--- config.mk ---
export PLATFORM = sky130hd
export DESIGN_NAME = button_press_mode_led_controller_flat
export DESIGN_NICKNAME = d
export VERILOG_FILES = /design/src/design/bpm_pkg.sv /design/src/design/bpm_if.sv /design/src/design/button_press_mode_led_controller.sv /design/src/design/bpm_press_det.sv /design/src/design/bpm_mode_led.sv /design/src/flat_wrapper.sv
export SDC_FILE = /design/constraint.sdc
export NUM_CORES = 1
export LEC_CHECK = 0
export ABC_CLOCK_PERIOD_IN_PS = 10600
export BUFFER_PORTS_ARGS = -buffer_cell sky130_fd_sc_hd__buf_2
export CORE_MARGIN = 2
export CORE_UTILIZATION = 39
export CTS_CLUSTER_DIAMETER = 80
export CTS_CLUSTER_SIZE = 12
export DETAILED_ROUTE_END_ITERATION = 10
export PLACE_DENSITY = 0.64
export SYNTH_ARGS = -nofsm -noshare
export SYNTH_HDL_FRONTEND = slang
export SYNTH_SLANG_ARGS = --single-unit
export TNS_END_PERCENT = 50
--- constraint.sdc ---
create_clock -name clk_i -period 10.6 [get_ports clk_i]
set_input_delay 0.53 -clock clk_i [delete_from_list [all_inputs] [get_ports clk_i]]
set_output_delay 0.53 -clock clk_i [all_outputs]
set_load 0.05 [all_outputs]
--- src/design/bpm_pkg.sv ---
// ----------------------------------------------------------------------------
// bpm_pkg
// Types and constants shared by the button press mode LED controller.
// ----------------------------------------------------------------------------
package bpm_pkg;

  localparam int unsigned CountW = 8;
  localparam int unsigned CfgIdxW = 2;
  localparam int unsigned CfgDataW = 8;

  localparam logic [CountW-1:0] HoldMax = 8'd255;

  // Reset values of the configuration registers.
  localparam logic [CfgDataW-1:0] LongThreshRst = 8'd30;
  localparam logic [CfgDataW-1:0] ShortThreshRst = 8'd5;
  localparam logic [CfgDataW-1:0] BlinkPeriodRst = 8'd10;
  localparam logic [CfgDataW-1:0] BlinkOnRst = 8'd5;

  typedef enum logic [CfgIdxW-1:0] {
    CFG_LONG_THRESHOLD  = 2'd0,
    CFG_SHORT_THRESHOLD = 2'd1,
    CFG_BLINK_PERIOD    = 2'd2,
    CFG_BLINK_ON_TICKS  = 2'd3
  } cfg_idx_e;

  typedef enum logic [1:0] {
    EVT_NONE  = 2'd0,
    EVT_SHORT = 2'd1,
    EVT_LONG  = 2'd2
  } press_evt_e;

  typedef enum logic [1:0] {
    MODE_OFF   = 2'd0,
    MODE_IDLE  = 2'd1,
    MODE_REC   = 2'd2,
    MODE_BLINK = 2'd3
  } mode_e;

  typedef struct packed {
    logic [CfgDataW-1:0] long_threshold;
    logic [CfgDataW-1:0] short_threshold;
    logic [CfgDataW-1:0] blink_period;
    logic [CfgDataW-1:0] blink_on_ticks;
  } cfg_t;

endpackage

--- src/design/bpm_if.sv ---
// ----------------------------------------------------------------------------
// bpm_in_if / bpm_out_if
// Valid/ready channels carrying button samples and controller results.
// ----------------------------------------------------------------------------
interface bpm_in_if import bpm_pkg::*; ();
  logic valid;
  logic ready;
  logic button_pressed;

  modport source (output valid, output button_pressed, input ready);
  modport sink (input valid, input button_pressed, output ready);
endinterface

interface bpm_out_if import bpm_pkg::*; ();
  logic       valid;
  logic       ready;
  press_evt_e press_event;
  mode_e      mode;
  logic       led_lit;

  modport source (output valid, output press_event, output mode, output led_lit, input ready);
  modport sink (input valid, input press_event, input mode, input led_lit, output ready);
endinterface

--- src/design/button_press_mode_led_controller.sv ---
// ----------------------------------------------------------------------------
// button_press_mode_led_controller
// Short/long push-button press detector that steers a mode and an LED.
// ----------------------------------------------------------------------------
// Each word on the input channel is one tick carrying the sampled button
// level. For every accepted word the block returns exactly one result word
// on the output channel: the press event seen this tick (none, short, long),
// the mode after the update, and whether the LED is lit.
//
// The press detector and the mode/blink state update in the cycle the input
// word is accepted, and the result is captured in an output register. A
// result therefore appears in the cycle after its input is accepted, and one
// word can be accepted every cycle while the receiver keeps up: the only path
// limiting the rate is the state update feeding the output register.
//
// The input is ready whenever the output register is empty or is being
// drained in the same cycle, so a stalled receiver holds the result word
// steady and back-pressures the sender without losing state.
//
// Reset (asynchronous, active low) clears the hold logic, sets the mode to
// off, clears the blink counter, empties the output register and loads the
// thresholds and blink timing with their defaults (30, 5, 10 and 5).
// Configuration writes are registered and should only be made while no
// word is in flight.
// ----------------------------------------------------------------------------
module button_press_mode_led_controller import bpm_pkg::*; (
  input  logic                clk_i,
  input  logic                rst_ni,
  input  logic                cfg_we_i,
  input  logic [CfgIdxW-1:0]  cfg_index_i,
  input  logic [CfgDataW-1:0] cfg_data_i,
  bpm_in_if.sink              in_i,
  bpm_out_if.source           out_o
);

  cfg_t       cfg_q;
  logic       step;
  press_evt_e evt;
  mode_e      mode;
  logic       led;

  logic       out_valid_q;
  press_evt_e out_evt_q;
  mode_e      out_mode_q;
  logic       out_led_q;

  // Configuration register file.
  always_ff @(posedge clk_i or negedge rst_ni) begin
    if (!rst_ni) begin
      cfg_q.long_threshold  <= LongThreshRst;
      cfg_q.short_threshold <= ShortThreshRst;
      cfg_q.blink_period    <= BlinkPeriodRst;
      cfg_q.blink_on_ticks  <= BlinkOnRst;
    end else if (cfg_we_i) begin
      case (cfg_idx_e'(cfg_index_i))
        CFG_LONG_THRESHOLD:  cfg_q.long_threshold  <= cfg_data_i;
        CFG_SHORT_THRESHOLD: cfg_q.short_threshold <= cfg_data_i;
        CFG_BLINK_PERIOD:    cfg_q.blink_period    <= cfg_data_i;
        CFG_BLINK_ON_TICKS:  cfg_q.blink_on_ticks  <= cfg_data_i;
        default: ;
      endcase
    end
  end

  assign in_i.ready = !out_valid_q || out_o.ready;
  assign step       = in_i.valid && in_i.ready;

  bpm_press_det u_press_det (
    .clk_i             (clk_i),
    .rst_ni            (rst_ni),
    .step_i            (step),
    .pressed_i         (in_i.button_pressed),
    .long_threshold_i  (cfg_q.long_threshold),
    .short_threshold_i (cfg_q.short_threshold),
    .evt_o             (evt)
  );

  bpm_mode_led u_mode_led (
    .clk_i            (clk_i),
    .rst_ni           (rst_ni),
    .step_i           (step),
    .evt_i            (evt),
    .blink_period_i   (cfg_q.blink_period),
    .blink_on_ticks_i (cfg_q.blink_on_ticks),
    .mode_o           (mode),
    .led_o            (led)
  );

  // Output register: loads on every accepted tick, empties when drained.
  always_ff @(posedge clk_i or negedge rst_ni) begin
    if (!rst_ni) begin
      out_valid_q <= 1'b0;
    end else if (step) begin
      out_valid_q <= 1'b1;
    end else if (out_o.ready) begin
      out_valid_q <= 1'b0;
    end
  end

  always_ff @(posedge clk_i) begin
    if (step) begin
      out_evt_q  <= evt;
      out_mode_q <= mode;
      out_led_q  <= led;
    end
  end

  assign out_o.valid       = out_valid_q;
  assign out_o.press_event = out_evt_q;
  assign out_o.mode        = out_mode_q;
  assign out_o.led_lit     = out_led_q;

endmodule

--- src/design/bpm_press_det.sv ---
// ----------------------------------------------------------------------------
// bpm_press_det
// Hold counter that classifies presses as short or long.
// ----------------------------------------------------------------------------
module bpm_press_det import bpm_pkg::*; (
  input  logic              clk_i,
  input  logic              rst_ni,
  input  logic              step_i,
  input  logic              pressed_i,
  input  logic [CountW-1:0] long_threshold_i,
  input  logic [CountW-1:0] short_threshold_i,
  output press_evt_e        evt_o
);

  logic              holding_q, holding_d;
  logic              armed_q, armed_d;
  logic [CountW-1:0] hold_ticks_q, hold_ticks_d;
  logic [CountW-1:0] seen;

  always_comb begin
    seen         = armed_q ? hold_ticks_q : '0;
    evt_o        = EVT_NONE;
    holding_d    = holding_q;
    armed_d      = armed_q;
    hold_ticks_d = hold_ticks_q;
    if (pressed_i) begin
      if (!holding_q) begin
        holding_d    = 1'b1;
        armed_d      = 1'b1;
        hold_ticks_d = '0;
      end else begin
        if (armed_q && (seen > long_threshold_i)) begin
          evt_o   = EVT_LONG;
          armed_d = 1'b0;
        end
        if (hold_ticks_q != HoldMax) begin
          hold_ticks_d = hold_ticks_q + 1'b1;
        end
      end
    end else begin
      if (holding_q && armed_q && (seen > short_threshold_i)) begin
        evt_o = EVT_SHORT;
      end
      holding_d    = 1'b0;
      armed_d      = 1'b0;
      hold_ticks_d = '0;
    end
  end

  always_ff @(posedge clk_i or negedge rst_ni) begin
    if (!rst_ni) begin
      holding_q    <= 1'b0;
      armed_q      <= 1'b0;
      hold_ticks_q <= '0;
    end else if (step_i) begin
      holding_q    <= holding_d;
      armed_q      <= armed_d;
      hold_ticks_q <= hold_ticks_d;
    end
  end

endmodule

--- src/design/bpm_mode_led.sv ---
// ----------------------------------------------------------------------------
// bpm_mode_led
// Mode register driven by press events, and the blink counter for the LED.
// ----------------------------------------------------------------------------
module bpm_mode_led import bpm_pkg::*; (
  input  logic              clk_i,
  input  logic              rst_ni,
  input  logic              step_i,
  input  press_evt_e        evt_i,
  input  logic [CountW-1:0] blink_period_i,
  input  logic [CountW-1:0] blink_on_ticks_i,
  output mode_e             mode_o,
  output logic              led_o
);

  mode_e             mode_q, mode_d;
  logic [CountW-1:0] blink_q, blink_d;
  logic [CountW:0]   blink_inc;
  logic              in_on;

  always_comb begin
    mode_d = mode_q;
    case (evt_i)
      EVT_SHORT: begin
        if (mode_q == MODE_IDLE) begin
          mode_d = MODE_REC;
        end else if (mode_q == MODE_REC) begin
          mode_d = MODE_IDLE;
        end
      end
      EVT_LONG: begin
        if (mode_q == MODE_OFF) begin
          mode_d = MODE_IDLE;
        end else if ((mode_q == MODE_IDLE) || (mode_q == MODE_REC)) begin
          mode_d = MODE_OFF;
        end
      end
      default: mode_d = mode_q;
    endcase
  end

  // The counter wraps as soon as the incremented value reaches the period.
  always_comb begin
    blink_inc = {1'b0, blink_q} + 1'b1;
    if (blink_inc >= {1'b0, blink_period_i}) begin
      blink_d = '0;
    end else begin
      blink_d = blink_inc[CountW-1:0];
    end
    in_on = blink_d < blink_on_ticks_i;
  end

  always_comb begin
    case (mode_d)
      MODE_IDLE:  led_o = 1'b1;
      MODE_REC:   led_o = in_on;
      MODE_BLINK: led_o = in_on && blink_d[0];
      default:    led_o = 1'b0;
    endcase
  end

  assign mode_o = mode_d;

  always_ff @(posedge clk_i or negedge rst_ni) begin
    if (!rst_ni) begin
      mode_q  <= MODE_OFF;
      blink_q <= '0;
    end else if (step_i) begin
      mode_q  <= mode_d;
      blink_q <= blink_d;
    end
  end

endmodule

--- src/flat_wrapper.sv ---
// flat-port wrapper written by rule: the top's interface ports become plain ports
module button_press_mode_led_controller_flat import bpm_pkg::*;
  (clk_i, rst_ni, cfg_we_i, cfg_index_i, cfg_data_i, in_i_valid, in_i_button_pressed, in_i_ready, out_o_valid, out_o_press_event, out_o_mode, out_o_led_lit, out_o_ready);
  bpm_in_if in_i_i ();
  bpm_out_if out_o_i ();
  input  logic clk_i;
  input  logic rst_ni;
  input  logic cfg_we_i;
  input  logic [CfgIdxW-1:0] cfg_index_i;
  input  logic [CfgDataW-1:0] cfg_data_i;
  input wire logic [$bits(in_i_i.valid)-1:0] in_i_valid;
  input wire logic [$bits(in_i_i.button_pressed)-1:0] in_i_button_pressed;
  output wire logic [$bits(in_i_i.ready)-1:0] in_i_ready;
  output wire logic [$bits(out_o_i.valid)-1:0] out_o_valid;
  output wire logic [$bits(out_o_i.press_event)-1:0] out_o_press_event;
  output wire logic [$bits(out_o_i.mode)-1:0] out_o_mode;
  output wire logic [$bits(out_o_i.led_lit)-1:0] out_o_led_lit;
  input wire logic [$bits(out_o_i.ready)-1:0] out_o_ready;
  assign in_i_i.valid = in_i_valid;
  assign in_i_i.button_pressed = in_i_button_pressed;
  assign in_i_ready = in_i_i.ready;
  assign out_o_valid = out_o_i.valid;
  assign out_o_press_event = out_o_i.press_event;
  assign out_o_mode = out_o_i.mode;
  assign out_o_led_lit = out_o_i.led_lit;
  assign out_o_i.ready = out_o_ready;
  button_press_mode_led_controller u_core (.clk_i(clk_i), .rst_ni(rst_ni), .cfg_we_i(cfg_we_i), .cfg_index_i(cfg_index_i), .cfg_data_i(cfg_data_i), .in_i(in_i_i), .out_o(out_o_i));
endmodule
==> metrics.md <==
| Metric | Value |
|---|---|
| Routed WL per cell | 14.2 um |
| Data arrival, critical path | 4.39 ns |
| Worst-margin pin slew | roughly 0.76 ns |
| Worst Path Buf+Inv | 2 |
| DRT Pass-1 Iters | 4 |
| Critical path's slowest cell | dfrtp_1 |
| Min-Delay Path Class | in -> async |
| Nets@finish | a little over 400 |
| Clock Latency Late Sink | approximately 0.33 ns |
| Setup Fix Bufs, Post-CTS | 0 |
| CP max stage delay | approximately 0.46 ns |
| Seq/Total Area, Yosys | 43.5% |
| Status | complete, no violations |
| Layout cells sized above 1 | 23.7% |
| Via count | 2,447 |
| Post-CTS sizing | 0 |
| Place WS | approximately 6.5 ns |
| Final-layout fill cell count | 841 |
| Die area | ~9500 um2 |
| Gate Count Post-Synth | 334 |
| DIE WIDTH | 97.7 um |
| Mapped Area | 3420 um2 |
| Number of H-tree levels | 3 |
| Most frequent cells in the layout | dfrtp_1 (43), inv_1 (42), ha_1 (36) |
| Overall routed net length | 6.74 mm |
| Tcrit/Tclk final | 39.6% |
| Number of synthesized flops with an enable pin | 5 |
| Synthesis-to-layout area growth | 12.8% |
| Syn Nets | a little under 400 |
| Min Hold Slack | 0.310 ns |
| First-pass GRT wire length | ~12 mm |
| Normalized max-slew margin | 48.7% |
| Final worst slack | 6.40 ns |
| Most common cell after layout, fill and taps aside | dfrtp_1 |
| Total power | about 760 uW |
| Critical path type | reg -> reg |
| Yosys cell types | 48 |
| Peak VDD IR | 0.0000655 V |
| R2R setup slack | ~6.4 ns |
| Endpoints failing setup | 0 |
| Max_cap viols | 0 |
| Total clock sinks | slightly below 60 |
| Worst r2r src | u_core.u_mode_led.blink_q[0] |
| Final HPWL DP | between 5 and 6 mm |
| Cell Rows | 34 |
| CP cell instances | ha_1, nand3_1, nor2_1, xnor2_1, inv_1, ha_1, a21o_1, a221oi_2, o31ai_1, buf_4, nor2_1, ha_1, a21o_1, a21o_1, a21oi_1, o2111ai_1, or3_1, a22o_2, o21ai_2 |
| R2r worst-path depth | 19 |
| Avg Vias per Cell | about 5.2 |
| Clk buf depth | 2 |
| Final Util | 44.9% |
| Async S/R FF share, synth | between 90 and 100% |
| Worst R2R End | u_core.out_o.led_lit |
| Root Driver | clkbuf_8 |
| CP required | 10.79 ns |
| Vias in the first global route | ~2,500 |
| Core ar. | 8590 um2 |
| Antenna violations before repair | 0 |
| Storage cell area | 1490 um2 |
| Final hold violations | 0 |
| RSZ-0062 raised after global routing | no |
| Initial Util | 39.8% |
| Worst-path clk slew | 0.07 ns |
| Grt ovf | 0 |
| Multi-input logic area | 1740 um2 |
| Pleak | 1.91 nW |
| TNS Setup | 0 ns |
| I/O Buffers | 22 |
| Seq cells post-synth | 58 |
| CTS Hold Bufs | 0 |
| CP max FO | 17 |
| CP top delay family | compound AO/OA/AOI/OAI gates |
| PD cells | 196 nW/um2 |
| Detailed-route DRC error count | 0 |
| Initial DRC count | 102 |
| Cts bufs inserted | 9 |
| Ys flop type | dfrtp_1 |
| Antenna cells | 0 |
| Largest net degree at the start of global routing | 54 |
| Die Y | 97.7 um |
| I/O pins | 23 |
| CTS tree | yes |
| Min Tclk post-route | 4.20 ns |
| Max-slew violation count | 0 |
| Startpoint types | flop |
| CP endpoint kind | flop |
| Mean area per synthesized cell | 10.2 um2 |
| Total global-route track usage | 15.5% |
| Post-route ant nets | 0 |
| YS warnings | 0 |
| Routability cong. | between 0.8 and 0.9 |
| Fmax | 0.238 GHz |
| Setup Skew | 0.00462 ns |
## per-stage QoR
step                area (um2)  cells
floorplan                 3420    334
global placement          3660    459
detailed placement        3660    459
global route              3860    475
finish                    3860    475
CTS                       3860    475
## how the worst max path moves through the flow
stage	startpoint	to	slack [ns]	cells after the start
2_1_floorplan	u_core.u_mode_led.blink_q[0]	u_core.out_o.led_lit	6.48	18
3_3_place_gp	u_core.u_mode_led.blink_q[0]	u_core.out_o.led_lit	6.60	19
3_5_place_dp	u_core.u_mode_led.blink_q[0]	u_core.out_o.led_lit	6.45	19
4_1_cts	u_core.u_mode_led.blink_q[0]	u_core.out_o.led_lit	6.43	19
5_1_grt	u_core.u_mode_led.blink_q[0]	u_core.out_o.led_lit	6.16	19
6_report	u_core.u_mode_led.blink_q[0]	u_core.out_o.led_lit	6.40	19
## synthesized netlist by cell type (all sizes together) (2+ instances only)
master / instances / share of area [%]
and4: 2 / 0.55
dfrtp: 43 / 31
o21ai: 17 / 2.6
mux2: 26 / 8.6
nand3b: 2 / 0.44
a22o: 2 / 0.55
nand4: 8 / 1.5
nand2: 29 / 3.2
a21oi: 7 / 1.0
xor2: 5 / 1.3
a211oi: 3 / 1.0
o211ai: 2 / 0.44
and2: 8 / 1.5
xnor2: 5 / 1.3
nand3: 12 / 1.9
nand2b: 3 / 0.55
nor2: 19 / 2.1
inv: 42 / 4.6
ha: 36 / 13
or3: 3 / 0.55
o31ai: 8 / 1.8
edfxtp: 5 / 4.4
a21o: 11 / 2.4
clkbuf: 7 / 0.77
and3: 3 / 0.59
dfstp: 10 / 7.7
nor2b: 2 / 0.37
## registers in the layout, summed over array words and instances (netlist names)
signal / cells
u_core.cfg_q: 32
u_core.u_mode_led.blink_q: 8
u_core.u_press_det.hold_ticks_q: 8
u_core.out_o.mode: 2
u_core.out_o.press_event: 2
u_core.u_mode_led.mode_q: 2
u_core.out_o.led_lit: 1
u_core.out_o.valid: 1
u_core.u_press_det.armed_q: 1
u_core.u_press_det.holding_q: 1
## layer usage
layer | vias to the layer above | part of all wire, % | GRT usage, %
li1 | 1218 | - | -
met1 | 1184 | 48 | 20.8
met2 | 35 | 47 | 24.5
met3 | 10 | 3.0 | 2.88
met4 | 0 | 1.7 | 6.62
met5 | - | 0 | 0
## power by group
group          leakage, nW  internal, mW  switching, mW
clock                0.109         0.120         0.0869
combinational         1.12         0.107          0.137
sequential           0.687         0.271         0.0338
## layout make-up
| type | instances | share of cell area (%) |
|---|---|---|
| multi-input cells | 226 | 45.2 |
| flip-flops and latches | 58 | 38.6 |
| inverters | 42 | 4.08 |
| clock buffers | 11 | 3.92 |
| well taps | 108 | 3.50 |
| repair buffers | 25 | 3.43 |
| clock inverters | 5 | 1.33 |
## kinds of logic after synthesis
group           Yosys count  share of synthesized area (%)
simple gates             95                           14.1
compound gates           58                           12.2
flops                    58                           43.5
buf+inv                  50                           5.52
fa+ha+maj                36                           13.2
mux                      27                           8.85
xor+xnor                 10                           2.56
## worst reg2reg max path, stage by stage (launching register included)
cell	delay, ns
dfrtp_1	0.46
ha_1	0.23
nand3_1	0.12
nor2_1	0.25
xnor2_1	0.21
inv_1	0.08
ha_1	0.30
a21o_1	0.17
a221oi_2	0.25
o31ai_1	0.10
buf_4	0.20
nor2_1	0.13
ha_1	0.27
a21o_1	0.18
a21o_1	0.17
a21oi_1	0.20
o2111ai_1	0.14
or3_1	0.32
a22o_2	0.24
o21ai_2	0.05
Note: power is estimated with default switching activity, not from simulation.
